### config.mk
export PLATFORM = sky130hd
export DESIGN_NAME = cobs_frame_encoder_core_flat
export DESIGN_NICKNAME = d
export VERILOG_FILES = /design/src/rtl/core/cfe_pkg.sv /design/src/rtl/core/cfe_if.sv /design/src/rtl/core/cobs_frame_encoder_core.sv /design/src/rtl/core/cfe_dp.sv /design/src/rtl/core/cfe_ctrl.sv /design/src/flat_wrapper.sv
export SDC_FILE = /design/constraint.sdc
export NUM_CORES = 1
export LEC_CHECK = 0
export BUFFER_PORTS_ARGS = -buffer_cell sky130_fd_sc_hd__buf_4
export CAP_MARGIN = 15
export CORE_MARGIN = 1
export CORE_UTILIZATION = 54
export CTS_CLUSTER_SIZE = 30
export DETAILED_ROUTE_END_ITERATION = 16
export HOLD_SLACK_MARGIN = 0.08
export PLACE_DENSITY = 0.72
export SYNTH_ARGS = -nofsm -noshare
export SYNTH_HDL_FRONTEND = slang
export SYNTH_SLANG_ARGS = --single-unit
### constraint.sdc
create_clock -name clk -period 2.7 [get_ports clk]
set_input_delay 0.135 -clock clk [delete_from_list [all_inputs] [get_ports clk]]
set_output_delay 0.135 -clock clk [all_outputs]
set_load 0.02 [all_outputs]
### src/rtl/core/cfe_pkg.sv
package cfe_pkg;

  localparam logic [7:0] DELIM_RESET = 8'h0A;
  localparam logic [7:0] CODE_START  = 8'h01;

  // output byte source
  localparam logic [1:0] SEL_CODE  = 2'd0;
  localparam logic [1:0] SEL_DATA  = 2'd1;
  localparam logic [1:0] SEL_DELIM = 2'd2;

  typedef struct packed {
    logic       take;       // input item accepted this cycle
    logic       rd_clear;   // restart group read at entry zero
    logic       rd_step;    // advance group read
    logic       clear_len;  // group closed, empty it
    logic [1:0] sel;        // output byte source
  } cfe_cmd_t;

  typedef struct packed {
    logic is_delim;     // incoming byte equals delimiter
    logic last_eff;     // incoming byte ends the frame
    logic group_empty;  // open group holds no bytes
    logic data_last;    // byte on the output is the group's last
  } cfe_status_t;

endpackage

### src/rtl/core/cfe_if.sv
interface cfe_in_if;
  logic       valid;
  logic       ready;
  logic [7:0] data_byte;
  logic       last_byte;

  modport source (output valid, output data_byte, output last_byte, input ready);
  modport sink (input valid, input data_byte, input last_byte, output ready);
endinterface

interface cfe_out_if;
  logic       valid;
  logic       ready;
  logic [7:0] out_byte;
  logic       frame_end;

  modport source (output valid, output out_byte, output frame_end, input ready);
  modport sink (input valid, input out_byte, input frame_end, output ready);
endinterface

### src/rtl/core/cobs_frame_encoder_core.sv
// Byte-stuffing frame encoder in the manner of COBS with a programmable
// delimiter (register 0 at address 0, reset 0x0A). Each input item is one
// payload byte plus a last flag. A byte equal to the delimiter closes the
// open group: the core sends a code byte (group length plus one) and then
// the held bytes; the delimiter itself is dropped. The frame's last byte
// closes the final group and is followed by the delimiter with frame_end
// set. A frame reaching FRAME_MAX bytes is ended at that byte. When the
// last byte is the delimiter, an empty group (code byte only) follows the
// closed group before the terminator. The output runs at one byte per
// cycle while the receiver keeps ready high; a new item is taken only once
// the previous item's bytes are all sent. Change the delimiter only while
// idle.
module cobs_frame_encoder_core #(
  parameter int FRAME_MAX = 32
) (
  input  logic        clk,
  input  logic        rst,
  cfe_in_if.sink      in_ch,
  cfe_out_if.source   out_ch,
  input  logic        psel,
  input  logic        penable,
  input  logic        pwrite,
  input  logic [2:0]  paddr,
  input  logic [31:0] pwdata,
  output logic [31:0] prdata,
  output logic        pready
);
  import cfe_pkg::*;

  cfe_cmd_t    cmd;
  cfe_status_t status;
  logic        cfg_sel;
  logic        cfg_we;
  logic [7:0]  delimiter;

  // one register: address bit 2 set is beyond the map
  assign pready  = 1'b1;
  assign cfg_sel = !paddr[2];
  assign cfg_we  = psel && penable && pwrite && cfg_sel;
  assign prdata  = cfg_sel ? {24'd0, delimiter} : 32'd0;

  cfe_ctrl u_ctrl (
    .clk       (clk),
    .rst       (rst),
    .in_valid  (in_ch.valid),
    .in_ready  (in_ch.ready),
    .out_valid (out_ch.valid),
    .out_ready (out_ch.ready),
    .status    (status),
    .cmd       (cmd)
  );

  cfe_dp #(
    .FRAME_MAX (FRAME_MAX)
  ) u_dp (
    .clk       (clk),
    .rst       (rst),
    .cmd       (cmd),
    .status    (status),
    .data_byte (in_ch.data_byte),
    .last_byte (in_ch.last_byte),
    .out_byte  (out_ch.out_byte),
    .frame_end (out_ch.frame_end),
    .cfg_we    (cfg_we),
    .cfg_wdata (pwdata[7:0]),
    .delimiter (delimiter)
  );

endmodule

### src/rtl/core/cfe_dp.sv
module cfe_dp #(
  parameter int FRAME_MAX = 32
) (
  input  logic                clk,
  input  logic                rst,
  input  cfe_pkg::cfe_cmd_t   cmd,
  output cfe_pkg::cfe_status_t status,
  input  logic [7:0]          data_byte,
  input  logic                last_byte,
  output logic [7:0]          out_byte,
  output logic                frame_end,
  input  logic                cfg_we,
  input  logic [7:0]          cfg_wdata,
  output logic [7:0]          delimiter
);
  import cfe_pkg::*;

  localparam int LW = $clog2(FRAME_MAX + 1);
  localparam int AW = (FRAME_MAX > 1) ? $clog2(FRAME_MAX) : 1;
  localparam logic [LW-1:0] LAST_POS = LW'(FRAME_MAX - 1);

  logic [7:0]    group_store [FRAME_MAX];
  logic [LW-1:0] group_length;
  logic [LW-1:0] frame_position;
  logic [LW-1:0] rd_idx;
  logic [LW-1:0] rd_idx_next;
  logic [7:0]    rd_data;
  logic          is_delim;
  logic          last_eff;

  assign is_delim = (data_byte == delimiter);
  // byte that fills the frame to its maximum is forced to be last
  assign last_eff = last_byte || (frame_position >= LAST_POS);

  always_ff @(posedge clk) begin
    if (rst) begin
      delimiter      <= DELIM_RESET;
      group_length   <= '0;
      frame_position <= '0;
    end else begin
      if (cfg_we) begin
        delimiter <= cfg_wdata;
      end
      if (cmd.take) begin
        frame_position <= last_eff ? '0 : frame_position + LW'(1);
        if (!is_delim && (group_length < LW'(FRAME_MAX))) begin
          group_length <= group_length + LW'(1);
        end
      end else if (cmd.clear_len) begin
        group_length <= '0;
      end
    end
  end

  always_ff @(posedge clk) begin
    if (cmd.take && !is_delim && (group_length < LW'(FRAME_MAX))) begin
      group_store[group_length[AW-1:0]] <= data_byte;
    end
  end

  always_comb begin
    priority if (cmd.rd_clear) begin
      rd_idx_next = '0;
    end else if (cmd.rd_step) begin
      rd_idx_next = rd_idx + LW'(1);
    end else begin
      rd_idx_next = rd_idx;
    end
  end

  always_ff @(posedge clk) begin
    rd_idx  <= rd_idx_next;
    rd_data <= group_store[rd_idx_next[AW-1:0]];
  end

  always_comb begin
    unique case (cmd.sel)
      SEL_CODE:  out_byte = 8'(group_length) + CODE_START;
      SEL_DATA:  out_byte = rd_data;
      SEL_DELIM: out_byte = delimiter;
      default:   out_byte = delimiter;
    endcase
  end

  assign frame_end = (cmd.sel == SEL_DELIM);

  assign status.is_delim    = is_delim;
  assign status.last_eff    = last_eff;
  assign status.group_empty = (group_length == '0);
  assign status.data_last   = ((rd_idx + LW'(1)) == group_length);

endmodule

### src/rtl/core/cfe_ctrl.sv
module cfe_ctrl (
  input  logic                 clk,
  input  logic                 rst,
  input  logic                 in_valid,
  output logic                 in_ready,
  output logic                 out_valid,
  input  logic                 out_ready,
  input  cfe_pkg::cfe_status_t status,
  output cfe_pkg::cfe_cmd_t    cmd
);
  import cfe_pkg::*;

  localparam logic [1:0] ST_IDLE = 2'd0;
  localparam logic [1:0] ST_CODE = 2'd1;
  localparam logic [1:0] ST_DATA = 2'd2;
  localparam logic [1:0] ST_END  = 2'd3;

  logic [1:0] state;
  logic [1:0] state_next;
  logic       pend_extra;
  logic       pend_extra_next;
  logic       pend_last;
  logic       pend_last_next;
  logic       out_fire;
  logic       close_done;

  assign in_ready  = (state == ST_IDLE);
  assign out_valid = (state != ST_IDLE);
  assign out_fire  = out_valid && out_ready;

  always_comb begin
    unique case (state)
      ST_CODE: close_done = out_fire && status.group_empty;
      ST_DATA: close_done = out_fire && status.data_last;
      default: close_done = 1'b0;
    endcase
  end

  always_comb begin
    state_next      = state;
    pend_extra_next = pend_extra;
    pend_last_next  = pend_last;
    cmd.take        = 1'b0;
    cmd.rd_clear    = 1'b0;
    cmd.rd_step     = 1'b0;
    cmd.clear_len   = close_done;
    cmd.sel         = SEL_CODE;
    unique case (state)
      ST_IDLE: begin
        if (in_valid) begin
          cmd.take        = 1'b1;
          pend_last_next  = status.last_eff;
          pend_extra_next = status.is_delim && status.last_eff;
          if (status.is_delim || status.last_eff) begin
            state_next = ST_CODE;
          end
        end
      end
      ST_CODE: begin
        cmd.sel      = SEL_CODE;
        cmd.rd_clear = 1'b1;
        if (out_fire && !status.group_empty) begin
          state_next = ST_DATA;
        end
      end
      ST_DATA: begin
        cmd.sel     = SEL_DATA;
        cmd.rd_step = out_fire;
      end
      ST_END: begin
        cmd.sel = SEL_DELIM;
        if (out_fire) begin
          state_next = ST_IDLE;
        end
      end
      default: state_next = ST_IDLE;
    endcase
    // group closed: an empty final group, the terminator, or back to idle
    if (close_done) begin
      priority if (pend_extra) begin
        pend_extra_next = 1'b0;
        state_next      = ST_CODE;
      end else if (pend_last) begin
        state_next = ST_END;
      end else begin
        state_next = ST_IDLE;
      end
    end
  end

  always_ff @(posedge clk) begin
    if (rst) begin
      state      <= ST_IDLE;
      pend_extra <= 1'b0;
      pend_last  <= 1'b0;
    end else begin
      state      <= state_next;
      pend_extra <= pend_extra_next;
      pend_last  <= pend_last_next;
    end
  end

`ifndef SYNTHESIS
  a_no_take_while_busy: assert property (@(posedge clk) disable iff (rst)
    out_valid |-> !in_ready)
    else $error("input taken while output busy");

  a_extra_needs_last: assert property (@(posedge clk) disable iff (rst)
    pend_extra |-> pend_last)
    else $error("extra group pending without frame end");

  a_end_to_idle: assert property (@(posedge clk) disable iff (rst)
    (state == ST_END && out_fire) |=> (state == ST_IDLE))
    else $error("terminator sent but not idle");

  a_terminator_last: assert property (@(posedge clk) disable iff (rst)
    (state == ST_END) |-> (pend_last && !pend_extra))
    else $error("terminator without pending frame end");
`endif

endmodule

### src/flat_wrapper.sv
// flat-port wrapper written by rule: the top's interface ports become plain ports
module cobs_frame_encoder_core_flat import cfe_pkg::*;
#(
  parameter int FRAME_MAX = 32
)
  (clk, rst, psel, penable, pwrite, paddr, pwdata, prdata, pready, in_ch_valid, in_ch_data_byte, in_ch_last_byte, in_ch_ready, out_ch_valid, out_ch_out_byte, out_ch_frame_end, out_ch_ready);
  cfe_in_if in_ch_i ();
  cfe_out_if out_ch_i ();
  input  logic clk;
  input  logic rst;
  input  logic psel;
  input  logic penable;
  input  logic pwrite;
  input  logic [2:0] paddr;
  input  logic [31:0] pwdata;
  output logic [31:0] prdata;
  output logic pready;
  input wire logic [$bits(in_ch_i.valid)-1:0] in_ch_valid;
  input wire logic [$bits(in_ch_i.data_byte)-1:0] in_ch_data_byte;
  input wire logic [$bits(in_ch_i.last_byte)-1:0] in_ch_last_byte;
  output wire logic [$bits(in_ch_i.ready)-1:0] in_ch_ready;
  output wire logic [$bits(out_ch_i.valid)-1:0] out_ch_valid;
  output wire logic [$bits(out_ch_i.out_byte)-1:0] out_ch_out_byte;
  output wire logic [$bits(out_ch_i.frame_end)-1:0] out_ch_frame_end;
  input wire logic [$bits(out_ch_i.ready)-1:0] out_ch_ready;
  assign in_ch_i.valid = in_ch_valid;
  assign in_ch_i.data_byte = in_ch_data_byte;
  assign in_ch_i.last_byte = in_ch_last_byte;
  assign in_ch_ready = in_ch_i.ready;
  assign out_ch_valid = out_ch_i.valid;
  assign out_ch_out_byte = out_ch_i.out_byte;
  assign out_ch_frame_end = out_ch_i.frame_end;
  assign out_ch_i.ready = out_ch_ready;
  cobs_frame_encoder_core #(.FRAME_MAX(FRAME_MAX)) u_core (.clk(clk), .rst(rst), .in_ch(in_ch_i), .out_ch(out_ch_i), .psel(psel), .penable(penable), .pwrite(pwrite), .paddr(paddr), .pwdata(pwdata), .prdata(prdata), .pready(pready));
endmodule
==> results.yml <==
outcome:
  status: "finished, final reports clean"
critical_path:
  critPathLaunchType: "register"
  critPathTopFamily: "multiplexers"
  worst_ep_required_time_ns: 3.15
  cp_slowest_cell: "mux4_2"
  crit_chain: "inv_1, ha_1, and3b_2, mux2i_4, buf_12, clkinv_16, mux4_2, and2_1, a211oi_1, buf_4, nor4_1"
  cpPeakStageDelay_ns: 0.51
  arrival_ns: 3.06
  critical_path.max_fanout: 15
  r2r_slack_ns: 0.08
  crit_path_end_kind: "register"
  critPathKind: "register to register"
  path_buf_inv: 4
floorplan:
  ios: 95
  dieArea_um2: 23890
  die-height_um: 154.6
  die_w_um: 154.6
  initial_utilization: 0.5535
  rows: 55
  coreArea_um2: 22710
placed_design:
  place_inst: 1272
  port-buffer-count: 43
  dpl.hpwl_um: 18870
  pre_cts_ws_ns: -0.08975
  place_congestion: 0.9192
worst_hold_path:
  hold_path.class: "input pin to register"
clock_tree:
  cts_buffers: 30
  cts_tree: "built"
  ctsLongestPathBuffers: 3
  clk_pin_slew_ns: 0.07
  insertion_delay_ns: 0.58
  cts_root_buf: "clkbuf_16"
  htreeDepth: 1
  cts_sinks: 294
synthesis:
  synth_most_common_cell: "edfxtp_1"
  async_flop_share: 0
  netlist_instances: 901
  syn_area_um2: 12570
  synthFlopType: "edfxtp_1"
  synth_top_area_cell: "edfxtp_1"
  synth_edf_count: 256
  synth_seq_cells: 294
  synth_top_area_frac: 0.6116
  yosysUniqueCellTypes: 62
  synth_area_per_cell_um2: 13.95
  synth_common_cells: "edfxtp_1, nand2_1, nor2_1, a21oi_1, dfxtp_1"
  synthTopCellsByArea: "edfxtp_1, dfxtp_1, mux4_2, nand2_1, mux2i_1"
  ys_seq_area_frac: 0.6721
  ys_warn_count: 0
final_layout:
  area_growth_pct: 20.52
  layout.cells.non_filler: 1354
  finalNetCount: 1108
  drive_above_1_share: 0.2413
  n_antenna_cell: 0
pwr:
  p_seq_frac: 0.466
  comb_power_share: 0.159
  p_int_mw: 8.278
  switching_power_mw: 2.836
  clock_power_share: 0.375
  p_per_area_nw_per_um2: 733.7
  ir_drop_mv: 0.7271
  power_switching_share: 0.2552
  p_leak_nw: 5.292
timing:
  fmax_mhz: 382.4
  finalHoldViolCount: 0
  finClkSkew_ns: 0.02326
  maxSlewHeadroom: 0.5728
  slew_viol_final: 0
  finalWorstSetupSlack_ns: 0.08472
  fin_crit_ns: 2.615
  tightest_slew_ns: 0.6408
  setup_viol: 0
  grt_setup_unrepaired: "no"
  fin_crit_sh: 0.9686
grt:
  grt_max_degree: 41
  grt_pass1_vias: 8013
  overflow: 0
  antenna_found_initial: 0
  grt_pass1_wl_um: 45860
  grt_usage: 0.2579
flow_run:
  drv_cap: 0
routing:
  dr.first_iter.drc_count: 749
  viasPerCell: 5.990
  drc: 0
  routedWlPerCell_um: 22.31
  dr.pass1.iters: 7
  wl_um: 30210
  drtAntennaViolNets: 0
  num_vias: 8110
power by group through the flow:
stage          logic (mW)  clock network (mW)  registers, mW
5_1_grt              1.90                4.40           5.19
2_1_floorplan        1.12                   0           5.24
4_1_cts              1.67                4.22           5.17
6_report             1.76                4.17           5.18
3_3_place_gp         1.60                   0           5.27
3_5_place_dp         1.62                   0           5.27
cells in the final DEF, fill, tap and decap left out, drive strengths merged, types with 12 or more instances in the layout:
cell,Yosys,final
a211oi,14,14
a21oi,42,42
buf,45,135
clkbuf,25,47
conb,2,25
dfxtp,38,38
dlygate4sd3,0,23
edfxtp,256,256
ha,12,12
inv,17,16
mux2i,27,27
mux4,32,32
nand2,137,137
nand3,26,26
nor2,49,49
nor3,14,14
nor4,20,20
o21ai,14,14
xor2,19,19
per-layer routing:
metal	global-route usage	routed length, um	up-vias
met5	0	0	-
met3	0.03811	2334	78
met4	0.1084	1145	0
met1	0.3524	12090	4026
li1	-	-	3628
met2	0.4178	14650	378
cell families after synthesis:
| logic type | after synthesis | share of synthesized area |
|---|---|---|
| xor gates and xnor gates | 25 | 0.01802 |
| DFF | 294 | 0.6721 |
| muxes | 61 | 0.08162 |
| adders and majority gates | 12 | 0.01194 |
| other | 2 | 0.0005975 |
| and+or+nand+nor | 299 | 0.1130 |
| AOI/OAI and AO/OA | 120 | 0.06311 |
| buffers and inverters | 88 | 0.03962 |
repair_timing:
action	4_1_cts	5_1_grt
buffers inserted	1	1
endpoints found under the setup margin	8	11
endpoints found under the hold margin	86	0
gates resized for setup	9	23
pin swaps	4	5
hold buffers	23	0
cloned	0	1
sequential cells by signal, summed over array words and instances, names as in the netlist:
name / count
u_core.u_dp.group_store: 256
u_core.u_dp.delimiter: 8
u_core.u_dp.rd_data: 8
u_core.u_dp.frame_position: 6
u_core.u_dp.group_length: 6
u_core.u_dp.rd_idx: 6
u_core.u_ctrl.state: 2
u_core.u_ctrl.pend_extra: 1
u_core.u_ctrl.pend_last: 1
worst paths after layout:
kind         cells after the start                     startpoint                              to
min                              2             in_ch_data_byte[7]  u_core.u_dp.group_store[22][7]
max                             11         u_core.u_ctrl.state[0]          u_core.u_dp.rd_data[2]
max reg2reg                     11         u_core.u_ctrl.state[0]          u_core.u_dp.rd_data[2]
min reg2reg                      2  u_core.u_dp.frame_position[1]   u_core.u_dp.frame_position[1]
metrics by stage:
stage | TNS [ns] | total power [mW] | instance area [um^2] | utilization | hold slack [ns]
after floorplan | 0 | 6.357 | 12690 | - | 0.2339
after detailed placement | -0.2574 | 6.887 | 13680 | 0.6026 | 0.3477
after CTS | 0 | 11.06 | 15000 | 0.6604 | 0.1571
after global routing | 0 | 11.49 | 15150 | 0.6671 | 0.1617
after global placement | -0.05431 | 6.863 | 13680 | 0.6026 | 0.3408
final | 0 | 11.11 | 15150 | 0.6671 | 0.1659
cell type report:
type / instances / area, um^2
Tap cell: 285 / 356.6
Timing Repair Buffer: 159 / 1366
Sequential cell: 294 / 8449
Inverter: 18 / 93.84
Multi-Input combinational cell: 542 / 3855
Fill cell: 1564 / 7561
Clock inverter: 10 / 103.9
Clock buffer: 46 / 923.4
(Power assumes the default switching activity.)
